## config.mk

```make
export PLATFORM = sky130hd
export DESIGN_NAME = ntc_lut_temperature_core
export DESIGN_NICKNAME = d
export VERILOG_FILES = /design/src/ntc_pkg.sv /design/src/ntc_datapath.sv /design/src/ntc_ctrl.sv /design/src/ntc_lut_temperature_core.sv
export SDC_FILE = /design/constraint.sdc
export NUM_CORES = 2
export LEC_CHECK = 0
export BUFFER_PORTS_ARGS = -buffer_cell sky130_fd_sc_hd__buf_4
export CAP_MARGIN = 20
export CORE_UTILIZATION = 47
export CTS_BUF_LIST = sky130_fd_sc_hd__clkbuf_4 sky130_fd_sc_hd__clkbuf_8 sky130_fd_sc_hd__clkbuf_16
export DETAILED_ROUTE_END_ITERATION = 8
export PLACE_DENSITY = 0.63
export SLEW_MARGIN = 20
export SYNTH_ARGS = -nofsm -noshare
export SYNTH_HDL_FRONTEND = slang
export SYNTH_HIERARCHICAL = 1
export SYNTH_SLANG_ARGS = --single-unit
```

## constraint.sdc

```tcl
create_clock -name clock -period 8.9 [get_ports clock]
set_input_delay 0.89 -clock clock [delete_from_list [all_inputs] [get_ports clock]]
set_output_delay 0.89 -clock clock [all_outputs]
set_load 0.03 [all_outputs]
```

## src/ntc_pkg.sv

```systemverilog
// ----------------------------------------------------------------------------
// ntc_pkg
// shared widths, status codes and the thermistor resistance table
// ----------------------------------------------------------------------------
package ntc_pkg;

   localparam int unsigned MV_W      = 13;
   localparam int unsigned OHM_W     = 20;
   localparam int unsigned RES_W     = 22;
   localparam int unsigned TEMP_W    = 16;
   localparam int unsigned STAT_W    = 2;
   localparam int unsigned KNOWN     = 30;
   localparam int unsigned DEF_ENTRIES = 30;
   // numerator: r*16 (24 bits) times voltage (13 bits)
   localparam int unsigned NUM_W     = 37;
   localparam int unsigned QUO_W     = 38;
   localparam int unsigned DEN_W     = 23;

   localparam logic [STAT_W-1:0] STATUS_OK   = 2'd0;
   localparam logic [STAT_W-1:0] STATUS_COLD = 2'd1;
   localparam logic [STAT_W-1:0] STATUS_HOT  = 2'd2;

   localparam int unsigned CSR_SUPPLY  = 0;
   localparam int unsigned CSR_DIVIDER = 1;
   localparam int unsigned CSR_UPPER   = 2;

   // datasheet resistances in 1/16 ohm, descending; beyond the list the last repeats
   function automatic logic [RES_W-1:0] table_entry(input logic [5:0] idx);
      logic [RES_W-1:0] v;
      unique case (idx)
         6'd0:  v = 22'd3054960 & 22'h3FFFFF;
         6'd1:  v = 22'd2334960;
         6'd2:  v = 22'd1799040;
         6'd3:  v = 22'd1396560;
         6'd4:  v = 22'd1092160;
         6'd5:  v = 22'd860192;
         6'd6:  v = 22'd682176;
         6'd7:  v = 22'd544608;
         6'd8:  v = 22'd437568;
         6'd9:  v = 22'd353728;
         6'd10: v = 22'd287664;
         6'd11: v = 22'd235296;
         6'd12: v = 22'd193504;
         6'd13: v = 22'd160000;
         6'd14: v = 22'd132973;
         6'd15: v = 22'd111058;
         6'd16: v = 22'd93198;
         6'd17: v = 22'd78570;
         6'd18: v = 22'd66533;
         6'd19: v = 22'd56579;
         6'd20: v = 22'd48315;
         6'd21: v = 22'd41421;
         6'd22: v = 22'd35648;
         6'd23: v = 22'd30794;
         6'd24: v = 22'd26694;
         6'd25: v = 22'd23221;
         6'd26: v = 22'd20267;
         6'd27: v = 22'd17747;
         6'd28: v = 22'd15588;
         default: v = 22'd13733;
      endcase
      return v;
   endfunction

   typedef struct packed {
      logic load;      // capture input, set up first division
      logic div_step;  // one restoring division step
      logic res_chk;   // latch resistance and range check
      logic scan;      // advance the segment search by one entry
      logic frac_set;  // set up the fraction division
      logic finish;    // form the result
   } cmd_type;

   typedef struct packed {
      logic div_done;
      logic pre_fail;   // infinite/hot case known at load
      logic range_fail; // resistance outside the table
      logic scan_done;
   } sts_type;

endpackage

```

## src/ntc_datapath.sv

```systemverilog
// ----------------------------------------------------------------------------
// ntc_datapath
// resistance divider, table search and interpolation datapath
// ----------------------------------------------------------------------------
module ntc_datapath #(
   parameter int unsigned TABLE_ENTRIES = ntc_pkg::DEF_ENTRIES
) (
   input  logic                          clock,
   input  logic                          reset,
   input  logic [ntc_pkg::MV_W-1:0]      adc_mv,
   input  logic [ntc_pkg::MV_W-1:0]      supply_mv,
   input  logic [ntc_pkg::OHM_W-1:0]     divider_ohms,
   input  logic                          ntc_is_upper,
   input  ntc_pkg::cmd_type              cmd,
   output ntc_pkg::sts_type              sts,
   output logic signed [ntc_pkg::TEMP_W-1:0] temperature,
   output logic [ntc_pkg::STAT_W-1:0]    status
);
   localparam int unsigned N    = (TABLE_ENTRIES < 2) ? 2 : TABLE_ENTRIES;
   localparam int unsigned IDXW = $clog2(N);
   localparam int unsigned QW   = ntc_pkg::QUO_W;
   localparam int unsigned DW   = ntc_pkg::DEN_W;
   localparam int unsigned CW   = $clog2(QW + 1);

   function automatic logic [ntc_pkg::RES_W-1:0] tab(input logic [IDXW:0] i);
      return ntc_pkg::table_entry(6'(i));
   endfunction

   logic [QW-1:0]  quo_ff, quo_in;      // dividend shifting into quotient
   logic [DW:0]    rem_ff, rem_in;
   logic [DW-1:0]  den_ff, den_in;
   logic [CW-1:0]  cnt_ff, cnt_in;
   logic [QW-1:0]  res_ff, res_in;
   logic [IDXW:0]  idx_ff, idx_in;
   logic [ntc_pkg::STAT_W-1:0] stat_ff, stat_in;
   logic signed [ntc_pkg::TEMP_W-1:0] temp_ff, temp_in;
   logic           flat_ff, flat_in;

   logic [ntc_pkg::MV_W-1:0]  vdiff;
   logic [ntc_pkg::OHM_W+3:0] r16;
   logic [DW:0]               trial;
   logic [ntc_pkg::RES_W-1:0] hi, lo, nxt;
   logic signed [31:0]        tsum;

   assign vdiff = supply_mv - adc_mv;
   assign r16   = {divider_ohms, 4'b0};
   assign trial = {rem_ff[DW-1:0], quo_ff[QW-1]} - {1'b0, den_ff};
   assign hi    = tab(idx_ff);
   assign lo    = tab(idx_ff + 1'b1);
   assign nxt   = lo;

   always_comb begin
      quo_in  = quo_ff;
      rem_in  = rem_ff;
      den_in  = den_ff;
      cnt_in  = cnt_ff;
      res_in  = res_ff;
      idx_in  = idx_ff;
      stat_in = stat_ff;
      temp_in = temp_ff;
      flat_in = flat_ff;
      tsum    = '0;
      // load: numerator is r16*v plus half the divisor for round to nearest
      if (cmd.load) begin
         rem_in  = '0;
         cnt_in  = CW'(QW);
         idx_in  = '0;
         stat_in = ntc_pkg::STATUS_OK;
         if (ntc_is_upper) begin
            den_in = DW'(adc_mv);
            quo_in = QW'(r16) * QW'(vdiff) + QW'(adc_mv >> 1);
            if (adc_mv == '0) stat_in = ntc_pkg::STATUS_COLD;
            else if (adc_mv >= supply_mv) stat_in = ntc_pkg::STATUS_HOT;
         end else begin
            den_in = DW'(vdiff);
            quo_in = QW'(r16) * QW'(adc_mv) + QW'(vdiff >> 1);
            if (adc_mv >= supply_mv) stat_in = ntc_pkg::STATUS_COLD;
         end
      end
      // restoring division, one quotient bit per cycle
      if (cmd.div_step) begin
         if (!trial[DW]) begin
            rem_in = trial;
            quo_in = {quo_ff[QW-2:0], 1'b1};
         end else begin
            rem_in = {rem_ff[DW-1:0], quo_ff[QW-1]};
            quo_in = {quo_ff[QW-2:0], 1'b0};
         end
         cnt_in = cnt_ff - 1'b1;
      end
      // range check against first and last entries
      if (cmd.res_chk) begin
         res_in = quo_ff;
         if (quo_ff > QW'(tab('0))) stat_in = ntc_pkg::STATUS_COLD;
         else if (quo_ff < QW'(tab((IDXW+1)'(N-1)))) stat_in = ntc_pkg::STATUS_HOT;
      end
      // segment search
      if (cmd.scan) idx_in = idx_ff + 1'b1;
      // fraction: 1280*(hi-res) + half span over span
      if (cmd.frac_set) begin
         flat_in = !(hi > lo);
         rem_in  = '0;
         cnt_in  = CW'(QW);
         den_in  = DW'(hi - lo);
         quo_in  = QW'(({16'd0, hi} - res_ff[ntc_pkg::RES_W-1:0]) * 11'd1280)
                   + QW'((hi - lo) >> 1);
      end
      if (cmd.finish) begin
         if (stat_ff != ntc_pkg::STATUS_OK) temp_in = '0;
         else begin
            tsum = -32'sd10240 + 32'sd1280 * $signed({1'b0, idx_ff})
                   + (flat_ff ? 32'sd0 : $signed({1'b0, quo_ff[30:0]}));
            if (tsum > 32'sd32767) temp_in = 16'sh7FFF;
            else if (tsum < -32'sd32768) temp_in = -16'sh8000;
            else temp_in = tsum[ntc_pkg::TEMP_W-1:0];
         end
      end
   end

   always_ff @(posedge clock) begin
      if (reset) begin
         stat_ff <= ntc_pkg::STATUS_OK;
         cnt_ff  <= '0;
         idx_ff  <= '0;
      end else begin
         stat_ff <= stat_in;
         cnt_ff  <= cnt_in;
         idx_ff  <= idx_in;
      end
      quo_ff  <= quo_in;
      rem_ff  <= rem_in;
      den_ff  <= den_in;
      res_ff  <= res_in;
      temp_ff <= temp_in;
      flat_ff <= flat_in;
   end

   // status back to the controller
   assign sts.div_done   = (cnt_ff == '0);
   assign sts.pre_fail   = (stat_ff != ntc_pkg::STATUS_OK);
   assign sts.range_fail = (stat_in != ntc_pkg::STATUS_OK);
   assign sts.scan_done  = (idx_ff >= (IDXW+1)'(N-2)) || (res_ff >= QW'(nxt));

   assign temperature = temp_ff;
   assign status      = stat_ff;

   // segment index never passes the start of the last table segment
   a_idx_bound: assert property (@(posedge clock) disable iff (reset)
      idx_ff <= (IDXW+1)'(N-2)) else $error("segment index out of range");
   a_flat_zero: assert property (@(posedge clock) disable iff (reset)
      cmd.frac_set |=> (cnt_ff == CW'(QW))) else $error("fraction division not set up");
   a_fail_zero: assert property (@(posedge clock) disable iff (reset)
      cmd.finish && stat_ff != ntc_pkg::STATUS_OK |=> temp_ff == '0)
      else $error("failed conversion must report zero");
endmodule

```

## src/ntc_ctrl.sv

```systemverilog
// ----------------------------------------------------------------------------
// ntc_ctrl
// sequencer for division, table search and interpolation
// ----------------------------------------------------------------------------
module ntc_ctrl (
   input  logic             clock,
   input  logic             reset,
   input  logic             start,
   output logic             busy,
   output logic             rsp_strobe,
   output ntc_pkg::cmd_type cmd,
   input  ntc_pkg::sts_type sts
);
   typedef enum logic [2:0] {
      IDLE, DIV1, CHECK, SCAN, DIV2, FIN, DONE
   } state_type;

   state_type state_ff;
   logic      busy_ff, strobe_ff;

   always_comb begin
      cmd = '0;
      unique case (state_ff)
         IDLE:  cmd.load = start;
         DIV1:  cmd.div_step = !sts.div_done;
         CHECK: cmd.res_chk = 1'b1;
         SCAN:  begin
            cmd.scan     = !sts.scan_done;
            cmd.frac_set = sts.scan_done;
         end
         DIV2:  cmd.div_step = !sts.div_done;
         FIN:   cmd.finish = 1'b1;
         DONE:  ;
         default: ;
      endcase
   end

   // state and registered handshake outputs
   always_ff @(posedge clock) begin
      if (reset) begin
         state_ff  <= IDLE;
         busy_ff   <= 1'b0;
         strobe_ff <= 1'b0;
      end else begin
         strobe_ff <= 1'b0;
         unique case (state_ff)
            IDLE: if (start) begin
               state_ff <= DIV1;
               busy_ff  <= 1'b1;
            end
            DIV1: if (sts.div_done) state_ff <= sts.pre_fail ? FIN : CHECK;
            CHECK: state_ff <= sts.range_fail ? FIN : SCAN;
            SCAN: if (sts.scan_done) state_ff <= DIV2;
            DIV2: if (sts.div_done) state_ff <= FIN;
            FIN: begin
               state_ff  <= DONE;
               strobe_ff <= 1'b1;
            end
            DONE: begin
               state_ff <= IDLE;
               busy_ff  <= 1'b0;
            end
            default: state_ff <= IDLE;
         endcase
      end
   end

   assign busy       = busy_ff;
   assign rsp_strobe = strobe_ff;

   a_strobe_pulse: assert property (@(posedge clock) disable iff (reset)
      rsp_strobe |=> !rsp_strobe) else $error("strobe longer than a cycle");
   a_busy_strobe: assert property (@(posedge clock) disable iff (reset)
      rsp_strobe |-> busy) else $error("result outside a conversion");
   a_start_busy: assert property (@(posedge clock) disable iff (reset)
      start && !busy |=> busy) else $error("accepted start did not set busy");
endmodule

```

## src/ntc_lut_temperature_core.sv

```systemverilog
// ----------------------------------------------------------------------------
// ntc_lut_temperature_core
// thermistor temperature from a divider voltage by table interpolation
// ----------------------------------------------------------------------------
// A conversion starts when start is high while busy is low and returns one
// result, marked by a one-cycle rsp_strobe that the receiver cannot hold off.
// A conversion runs a division for the resistance, a range check, an
// entry-by-entry table search and a division for the fraction; it stops after
// the first division when the voltage itself shows an open or shorted sensor,
// and after the range check when the resistance falls outside the table. Busy
// drops in the cycle after the result transfer, so the next input transfer
// comes no sooner than that. Both divisions run 38 steps serially, one
// quotient bit per cycle. Configuration must be written only while busy is
// low; the block itself does not enforce it.
module ntc_lut_temperature_core #(
   parameter int unsigned TABLE_ENTRIES = ntc_pkg::DEF_ENTRIES
) (
   input  logic                              clock,
   input  logic                              reset,
   input  logic                              start,
   output logic                              busy,
   input  logic [ntc_pkg::MV_W-1:0]          req_adc_mv,
   output logic                              rsp_strobe,
   output logic signed [ntc_pkg::TEMP_W-1:0] rsp_temperature,
   output logic [ntc_pkg::STAT_W-1:0]        rsp_status,
   input  logic                              csr_we,
   input  logic [1:0]                        csr_index,
   input  logic [ntc_pkg::OHM_W-1:0]         csr_wdata
);
   logic [ntc_pkg::MV_W-1:0]  supply_ff;
   logic [ntc_pkg::OHM_W-1:0] divider_ff;
   logic                      upper_ff;
   ntc_pkg::cmd_type          cmd;
   ntc_pkg::sts_type          sts;

   // configuration registers
   always_ff @(posedge clock) begin
      if (reset) begin
         supply_ff  <= 13'd3000;
         divider_ff <= 20'd10000;
         upper_ff   <= 1'b0;
      end else if (csr_we) begin
         if (csr_index == 2'(ntc_pkg::CSR_SUPPLY))
            supply_ff <= csr_wdata[ntc_pkg::MV_W-1:0];
         else if (csr_index == 2'(ntc_pkg::CSR_DIVIDER))
            divider_ff <= csr_wdata;
         else if (csr_index == 2'(ntc_pkg::CSR_UPPER))
            upper_ff <= csr_wdata[0];
      end
   end

   ntc_ctrl u_ctrl (
      .clock, .reset, .start, .busy, .rsp_strobe, .cmd, .sts
   );

   ntc_datapath #(.TABLE_ENTRIES(TABLE_ENTRIES)) u_dp (
      .clock, .reset,
      .adc_mv(req_adc_mv),
      .supply_mv(supply_ff),
      .divider_ohms(divider_ff),
      .ntc_is_upper(upper_ff),
      .cmd, .sts,
      .temperature(rsp_temperature),
      .status(rsp_status)
   );
endmodule
```

## After elaboration in Yosys (flattened, before gate mapping)

Memories as Yosys holds them, arrays and structs flattened. A register that Yosys moved wholly into a read port is not among the register bits.
Index checks and enable logic that the tools add are counted.
Widths: inputs -> output; s select.

- Memory bits (writable): 0
- Word-level logic and storage cells: 125
- Latch bits: 0
- Bits in registers: 192
- Memories kept: 2
- Output and inout port bits: 20
- Input port bits: 39
- ROM bits: 1,408

- Mux-type cells: 45
- $mul: 4
- Add/sub/neg operators: 12
- Equal/unequal tests: 12
- Reductions and logical operators: 23
- Div/mod/pow operators: 0
- Order comparisons: 8
- Shift-type cells: 0
- Bitwise logic cells: 2

Memories:

| memory | depth | bits a word | read ports | clocked after Yosys merged registers in | write ports | line | text |
|---|---|---|---|---|---|---|---|
| (name not given) | 32 | 22 | 1 | 0 | 0 | ntc_pkg.sv:30 | `unique case (idx)` |
| (name not given) | 32 | 22 | 1 | 1 | 0 | ntc_pkg.sv:30 |  |

Operator list:

| cell | count |
|---|---|
| $mux 38 | 4 |
| $mux 23 | 5 |
| $add 37x12->38 | 2 |
| $sub 22x22->23 | 3 |
| $mul 20x13->33 | 2 |
| $mux 22 | 2 |
| $add 38x37->38 | 1 |
| $ge 38x22->1 | 1 |
| $gt 38x22->1 const B | 1 |
| $lt 38x14->1 const B | 1 |
| $mul 38x3->30 const B | 1 |
| $add 15x32->32 const A | 1 |
| $add 32x32->32 | 1 |
| $gt 32x16->1 const B | 1 |
| $lt 32x16->1 const B | 1 |
| $mux 31 | 1 |
| $mux 6 | 5 |
| $sub 24x23->24 | 1 |
| $gt 22x22->1 | 1 |
| $mux 3 | 6 |
| $pmux 3 s6 | 1 |
| $mux 16 | 1 |
| $mux 2 | 8 |
| $mux 15 | 1 |
| 30 further kinds | 54 |

## Depth between registers and ports, before layout

- Depth in word-level cells: 11
- Mapped depth: 38
- Mapped depth without buffers: 36

## Cells and area by module

Netlist, hierarchy kept.

By module, submodules not included:

| module | instances | area each (µm²) | seq. area each (µm²) | cells an instance |
|---|---|---|---|---|
| ntc_datapath | 1 | 36,615.1 | 4,664.5 | 4,451 |
| ntc_lut_temperature_core | 1 | 1,438.9 | 680.7 | 141 |
| ntc_ctrl | 1 | 357.8 | 100.1 | 44 |

## Least setup slack after synthesis

Ideal clock, no wire load.

- Path type: input -> register
- From: input req_adc_mv[2] in the netlist's numbering
- To: register u_dp.quo_ff[31] (data pin)
- Slack: -0.094 ns
- Setup time: 0.260 ns
- Data required time: 8.640 ns
- Arrival time: 8.734 ns
- Path buffers: 2
- Stages: 33
- Cells stage by stage: inv_1 ha_1 nor2b_1 o21ai_0 nand2b_1 a21o_1 a21o_1 a21o_1 a21o_1 a221oi_1 xnor2_1 clkbuf_1 and2_1 fa_1 fa_1 fa_1 fa_1 inv_1 fa_1 inv_1 ha_1 buf_2 a221o_1 or3_1 a21oi_2 a211oi_2 o22a_1 nor4b_4 nand4_2 o31a_1 or3_1 o21ai_0 o21ai_1

- Word-level cells in the longest chain between the ends: 7

RTL lines:

| item | line | text |
|---|---|---|
| from (decl) | ntc_lut_temperature_core.sv:22 | `input logic [ntc_pkg::MV_W-1:0] req_adc_mv,` |
| $sub 13x13->13 | ntc_datapath.sv:45 | `assign vdiff = supply_mv - adc_mv;` |
| $mul 20x13->33 | ntc_datapath.sv:71 | `quo_in = QW'(r16) * QW'(vdiff) + QW'(adc_mv >> 1);` |
| $add 37x12->38 | ntc_datapath.sv:71 |  |
| $mux 38 * | ntc_datapath.sv:69 | `if (ntc_is_upper) begin` |
| $mux 38 * | ntc_datapath.sv:64 | `if (cmd.load) begin` |
| $mux 38 * | ntc_datapath.sv:81 | `if (cmd.div_step) begin` |
| $mux 38 * | ntc_datapath.sv:100 | `if (cmd.frac_set) begin` |
| via u_dp.quo_in[31] | ntc_datapath.sv:29 | `logic [QW-1:0] quo_ff, quo_in;` |
| to (signal assigned) | ntc_datapath.sv:130 | `quo_ff <= quo_in;` |
| to (decl) | ntc_datapath.sv:29 |  |

Mark *: on every way through the listed nets, which the timed path passes. The rest lies on a longest branch. The select of a mux whose other input is x is not followed.
A chain may end at the register's enable or synchronous reset.

## Worst setup path in the final report

- From: input req_adc_mv[2] in the netlist's numbering
- To: register u_dp.quo_ff[36] (data pin)

The elaborated chain is that of the path after synthesis.

==> results.rst <==
.. list-table::
   :header-rows: 1

   * - Metric
     - Value
   * - Cell row count
     - between 100 and 150
   * - Proportion of netlist area held by the largest area contributor
     - about a fifth
   * - Delay of the slowest critical-path stage
     - between 0.5 and 0.6 ns
   * - Highest attainable clock frequency
     - 0.116 GHz
   * - Ys flop type
     - sky130_fd_sc_hd__edfxtp_1
   * - Vias/cell
     - roughly 5.7
   * - Number of nets with antenna violations after detailed routing
     - 0
   * - Chip width
     - approximately 290 um
   * - Async set-or-reset flop fraction in the synthesized netlist
     - 0%
   * - Clock tree buffer depth
     - 3
   * - Critical path data required time
     - 9.27 ns
   * - Class of the worst hold path
     - reg -> reg
   * - Yosys top cell by area
     - sky130_fd_sc_hd__fa_1
   * - Full die area
     - 0.0829 mm^2
   * - Antenna violations before repair
     - 3
   * - Net count after synthesis
     - 5488
   * - Post-detail-place hpwl
     - 92100 um
   * - Count of pins over their slew limit
     - 0
   * - Port Buf Inserts
     - 58
   * - Largest driver fanout on the critical path
     - 8
   * - Root Buffer
     - sky130_fd_sc_hd__clkbuf_16
   * - Synth warnings
     - 6
   * - DRC viols
     - 32
   * - Minimum clock period
     - 8.66 ns
   * - Flip-flop and latch count after synthesis
     - 214
   * - Hold depth
     - 2
   * - Wire length after detailed routing
     - 116000 um
   * - Worst setup slack after placement
     - -0.731 ns
   * - Final Hold Violating Endpoints
     - 0
   * - Number of design-rule violations left by the first detailed-router iteration
     - 2263
   * - Finished Layout Cells
     - 5822
   * - Overall Global Routing Usage
     - around 28%
   * - Sequential share of the synthesized area
     - 14.2%
   * - Cells after synthesis
     - 4636
   * - Failing checks
     - DRC
   * - Cells on worst reg2reg path
     - 36
   * - Average size of a mapped cell
     - 8.29 um^2
   * - Leakage component of the power
     - between 15 and 20 nW
   * - Worst supply voltage drop on vdd
     - approximately 0.67 mV
   * - Total Nets Final
     - 5592
   * - Clk sinks
     - 214
   * - Hold Path Origin
     - u_dp/rem_ff[9]
   * - Router iterations before antenna repair
     - 9
   * - Clock transition at the register clock pins on the worst setup and hold paths after CTS
     - 0.06 ns
   * - Maximum level of the CTS H-tree
     - 1
   * - Worst slew pin tran
     - between 1 and 1.5 ns
   * - Number of cells in the design after placement
     - ~5800
   * - Floorplan die height
     - 288 um
   * - Synthesis-to-layout area growth
     - 10.2%
   * - Slew margin rel.
     - 23.6%
   * - Part of the cycle the worst path needs
     - 97.3%
   * - Worst Setup Slack, final
     - 0.243 ns
   * - RR Endpoint
     - u_dp/quo_ff[36]
   * - Pwr per Cell Area
     - approximately 420 mW/mm^2
   * - Post-synthesis instance area
     - 0.0384 mm^2
   * - Sum of overflow across all layers after global routing
     - 0
   * - RR Startpoint
     - supply_ff[0]
   * - Clock Latency Late Sink
     - 0.61 ns
   * - TritonCTS clock tree
     - done
   * - Wire length of the first global-routing pass
     - 184000 um
   * - Status
     - complete, but fails checks
   * - Initial standard-cell utilization of the core
     - 47.6%
   * - Setup slack of the most critical reg-to-reg path
     - roughly 0.30 ns
   * - Final setup violation count
     - 0
   * - Slowest stage cell on the critical path
     - sky130_fd_sc_hd__fa_1
   * - Via total after detailed routing
     - 33000
   * - Critical Path Source Type
     - primary input
   * - Number of ports placed on the die boundary
     - 59
   * - Gpl congestion
     - 1.00
   * - Critical Path AT
     - ~9.0 ns
   * - Most area-consuming cells after synthesis
     - sky130_fd_sc_hd__fa_1 (21%), sky130_fd_sc_hd__ha_1 (13%), sky130_fd_sc_hd__edfxtp_1 (9.1%), sky130_fd_sc_hd__inv_1 (5.8%), sky130_fd_sc_hd__nand2_1 (5.5%)
   * - Category of the most critical setup path
     - in -> reg
   * - Pwr Total
     - 17.7 mW
   * - Number of violations of the max-capacitance limit
     - 0
   * - Pin count of the biggest net entering global routing
     - 91
   * - Worst Hold Endpoint
     - u_dp/rem_ff[9]
   * - Number of flops mapped to enable cells by yosys
     - between 100 and 150
   * - Share of layout cells above drive strength 1
     - 9.14%
   * - Hold-fix buffers at CTS
     - 0
   * - Endpoint kind of the worst setup timing path
     - flop
   * - Routed wire per std cell
     - around 20 um
   * - Clock buffers created by TritonCTS
     - 27
   * - Via count of the first global-routing pass
     - 33000
   * - Core ar.
     - 0.0807 mm^2
   * - Dominant cell type by count on the critical path
     - sky130_fd_sc_hd__a21o_1
   * - Layout Skew
     - 0.0429 ns
   * - Number of different library cells in the post-synthesis netlist
     - 105
[timing repair]
action,4_1_cts,5_1_grt
pin swaps,1,8
gates resized for setup,4,35
buffers inserted,1,3
gates cloned,0,0
endpoints found under the setup margin,10,19
[layout make-up]
cell class,count,area [um^2]
sequential,214,5450
fill,7706,38300
clock buffer,34,817
clock inverter,16,173
antenna,1,2.50
multi-input combinational,3612,30100
tap,1060,1330
inverter,599,2250
timing repair buffer,286,2240
[cell families (layout without fill, tap and decap cells)]
family                   Yosys count  after routing  synth area share, %
AO/OA/AOI/OAI                    925            925                 15.8
multiplexers                      88             88                 2.32
AND/OR/NAND/NOR                 1566           1566                 20.3
buffers and inverters            810            935                 8.04
other                              0              1                    0
adder cells (fa/ha/maj)          813            813                 34.4
XOR/XNOR                         220            220                 5.02
flip-flops                       214            214                 14.2
[metal layers]
layer	wire length, um	track usage (%)
met1	50300	37.5
met2	53500	46.8
met3	7590	3.68
met4	4290	9.42
met5	0	0
[cells in the final DEF (no fill, tap or decap), types with 29 or more instances in the layout]
master,synthesis,final
sky130_fd_sc_hd__fa_1,406,406
sky130_fd_sc_hd__and2_1,181,180
sky130_fd_sc_hd__o21a_1,52,52
sky130_fd_sc_hd__nor2b_1,77,77
sky130_fd_sc_hd__a21o_1,87,87
sky130_fd_sc_hd__or3_1,30,30
sky130_fd_sc_hd__mux2i_1,80,80
sky130_fd_sc_hd__inv_1,598,598
sky130_fd_sc_hd__o211ai_1,29,29
sky130_fd_sc_hd__xor2_1,76,72
sky130_fd_sc_hd__nand4_1,40,40
sky130_fd_sc_hd__o21ai_0,212,206
sky130_fd_sc_hd__nor4_1,30,30
sky130_fd_sc_hd__buf_4,0,277
sky130_fd_sc_hd__a21oi_1,235,228
sky130_fd_sc_hd__nand3_1,67,66
sky130_fd_sc_hd__nand2_1,561,561
sky130_fd_sc_hd__edfxtp_1,116,116
sky130_fd_sc_hd__nand2b_1,132,131
sky130_fd_sc_hd__xnor2_1,144,141
sky130_fd_sc_hd__clkbuf_16,0,31
sky130_fd_sc_hd__nor2_1,252,250
sky130_fd_sc_hd__ha_1,407,406
sky130_fd_sc_hd__dfxtp_1,98,97
sky130_fd_sc_hd__a211oi_1,43,39
sky130_fd_sc_hd__nor3_1,85,85
[synth_stat cells, drive strengths merged, types with 26 or more instances]
master and n:
clkbuf 181, xnor2 144, nor2 252, mux2i 80, and2 181, a31oi 28, nand3 67, edfxtp 116
nor4 32, or3 30, nor2b 77, nor3 86, xor2 76, nand2b 132, a21oi 236, fa 406
nand2 561, o211ai 30, o21a 52, inv 598, a211oi 46, a21o 88, and3 26, ha 407
dfxtp 98, o21ai 219, buf 30, nand4 42
[worst max-delay path, delay by kind of cell]
family / cells / cell delay (ns)
and+or+nand+nor: 7 / 1.23
AOI/OAI and AO/OA: 14 / 2.95
adders and majority gates: 7 / 3.20
buffers and inverters: 6 / 0.61
xor gates and xnor gates: 1 / 0.13
[through the flow]
| stage | instance area (um^2) | util [%] | TNS, ns | hold WS (ns) |
|---|---|---|---|---|
| 2_1_floorplan | 38400 | - | 0 | 0.442 |
| 3_3_place_gp | 41200 | 51.0 | -8.53 | 0.458 |
| 3_5_place_dp | 41200 | 51.0 | -10.58 | 0.475 |
| 4_1_cts | 42200 | 52.3 | 0 | 0.488 |
| 5_1_grt | 42300 | 52.5 | -0.117 | 0.505 |
| 6_report | 42300 | 52.5 | 0 | 0.484 |
[power breakdown]
| group | leakage [nW] | switching (mW) | internal (mW) |
|---|---|---|---|
| logic | 17.5 | 8.11 | 6.57 |
| clock network | 0.490 | 0.510 | 0.718 |
| registers | 1.89 | 0.334 | 1.46 |
| total | 19.9 | 8.95 | 8.75 |
[worst max-delay path by stage]
stage                             start  slack (ns)              end  depth (start not counted)
after detailed placement  req_adc_mv[1]       -0.73  u_dp/quo_ff[36]                         36
after CTS                 req_adc_mv[1]       0.008  u_dp/quo_ff[34]                         37
after global placement    req_adc_mv[1]       -0.59  u_dp/quo_ff[34]                         36
after global routing      req_adc_mv[0]       -0.05  u_dp/quo_ff[34]                         38
final                     req_adc_mv[2]        0.24  u_dp/quo_ff[36]                         35
after floorplan           req_adc_mv[2]      0.0007  u_dp/quo_ff[31]                         33
Power figures use the tool's default switching activity.
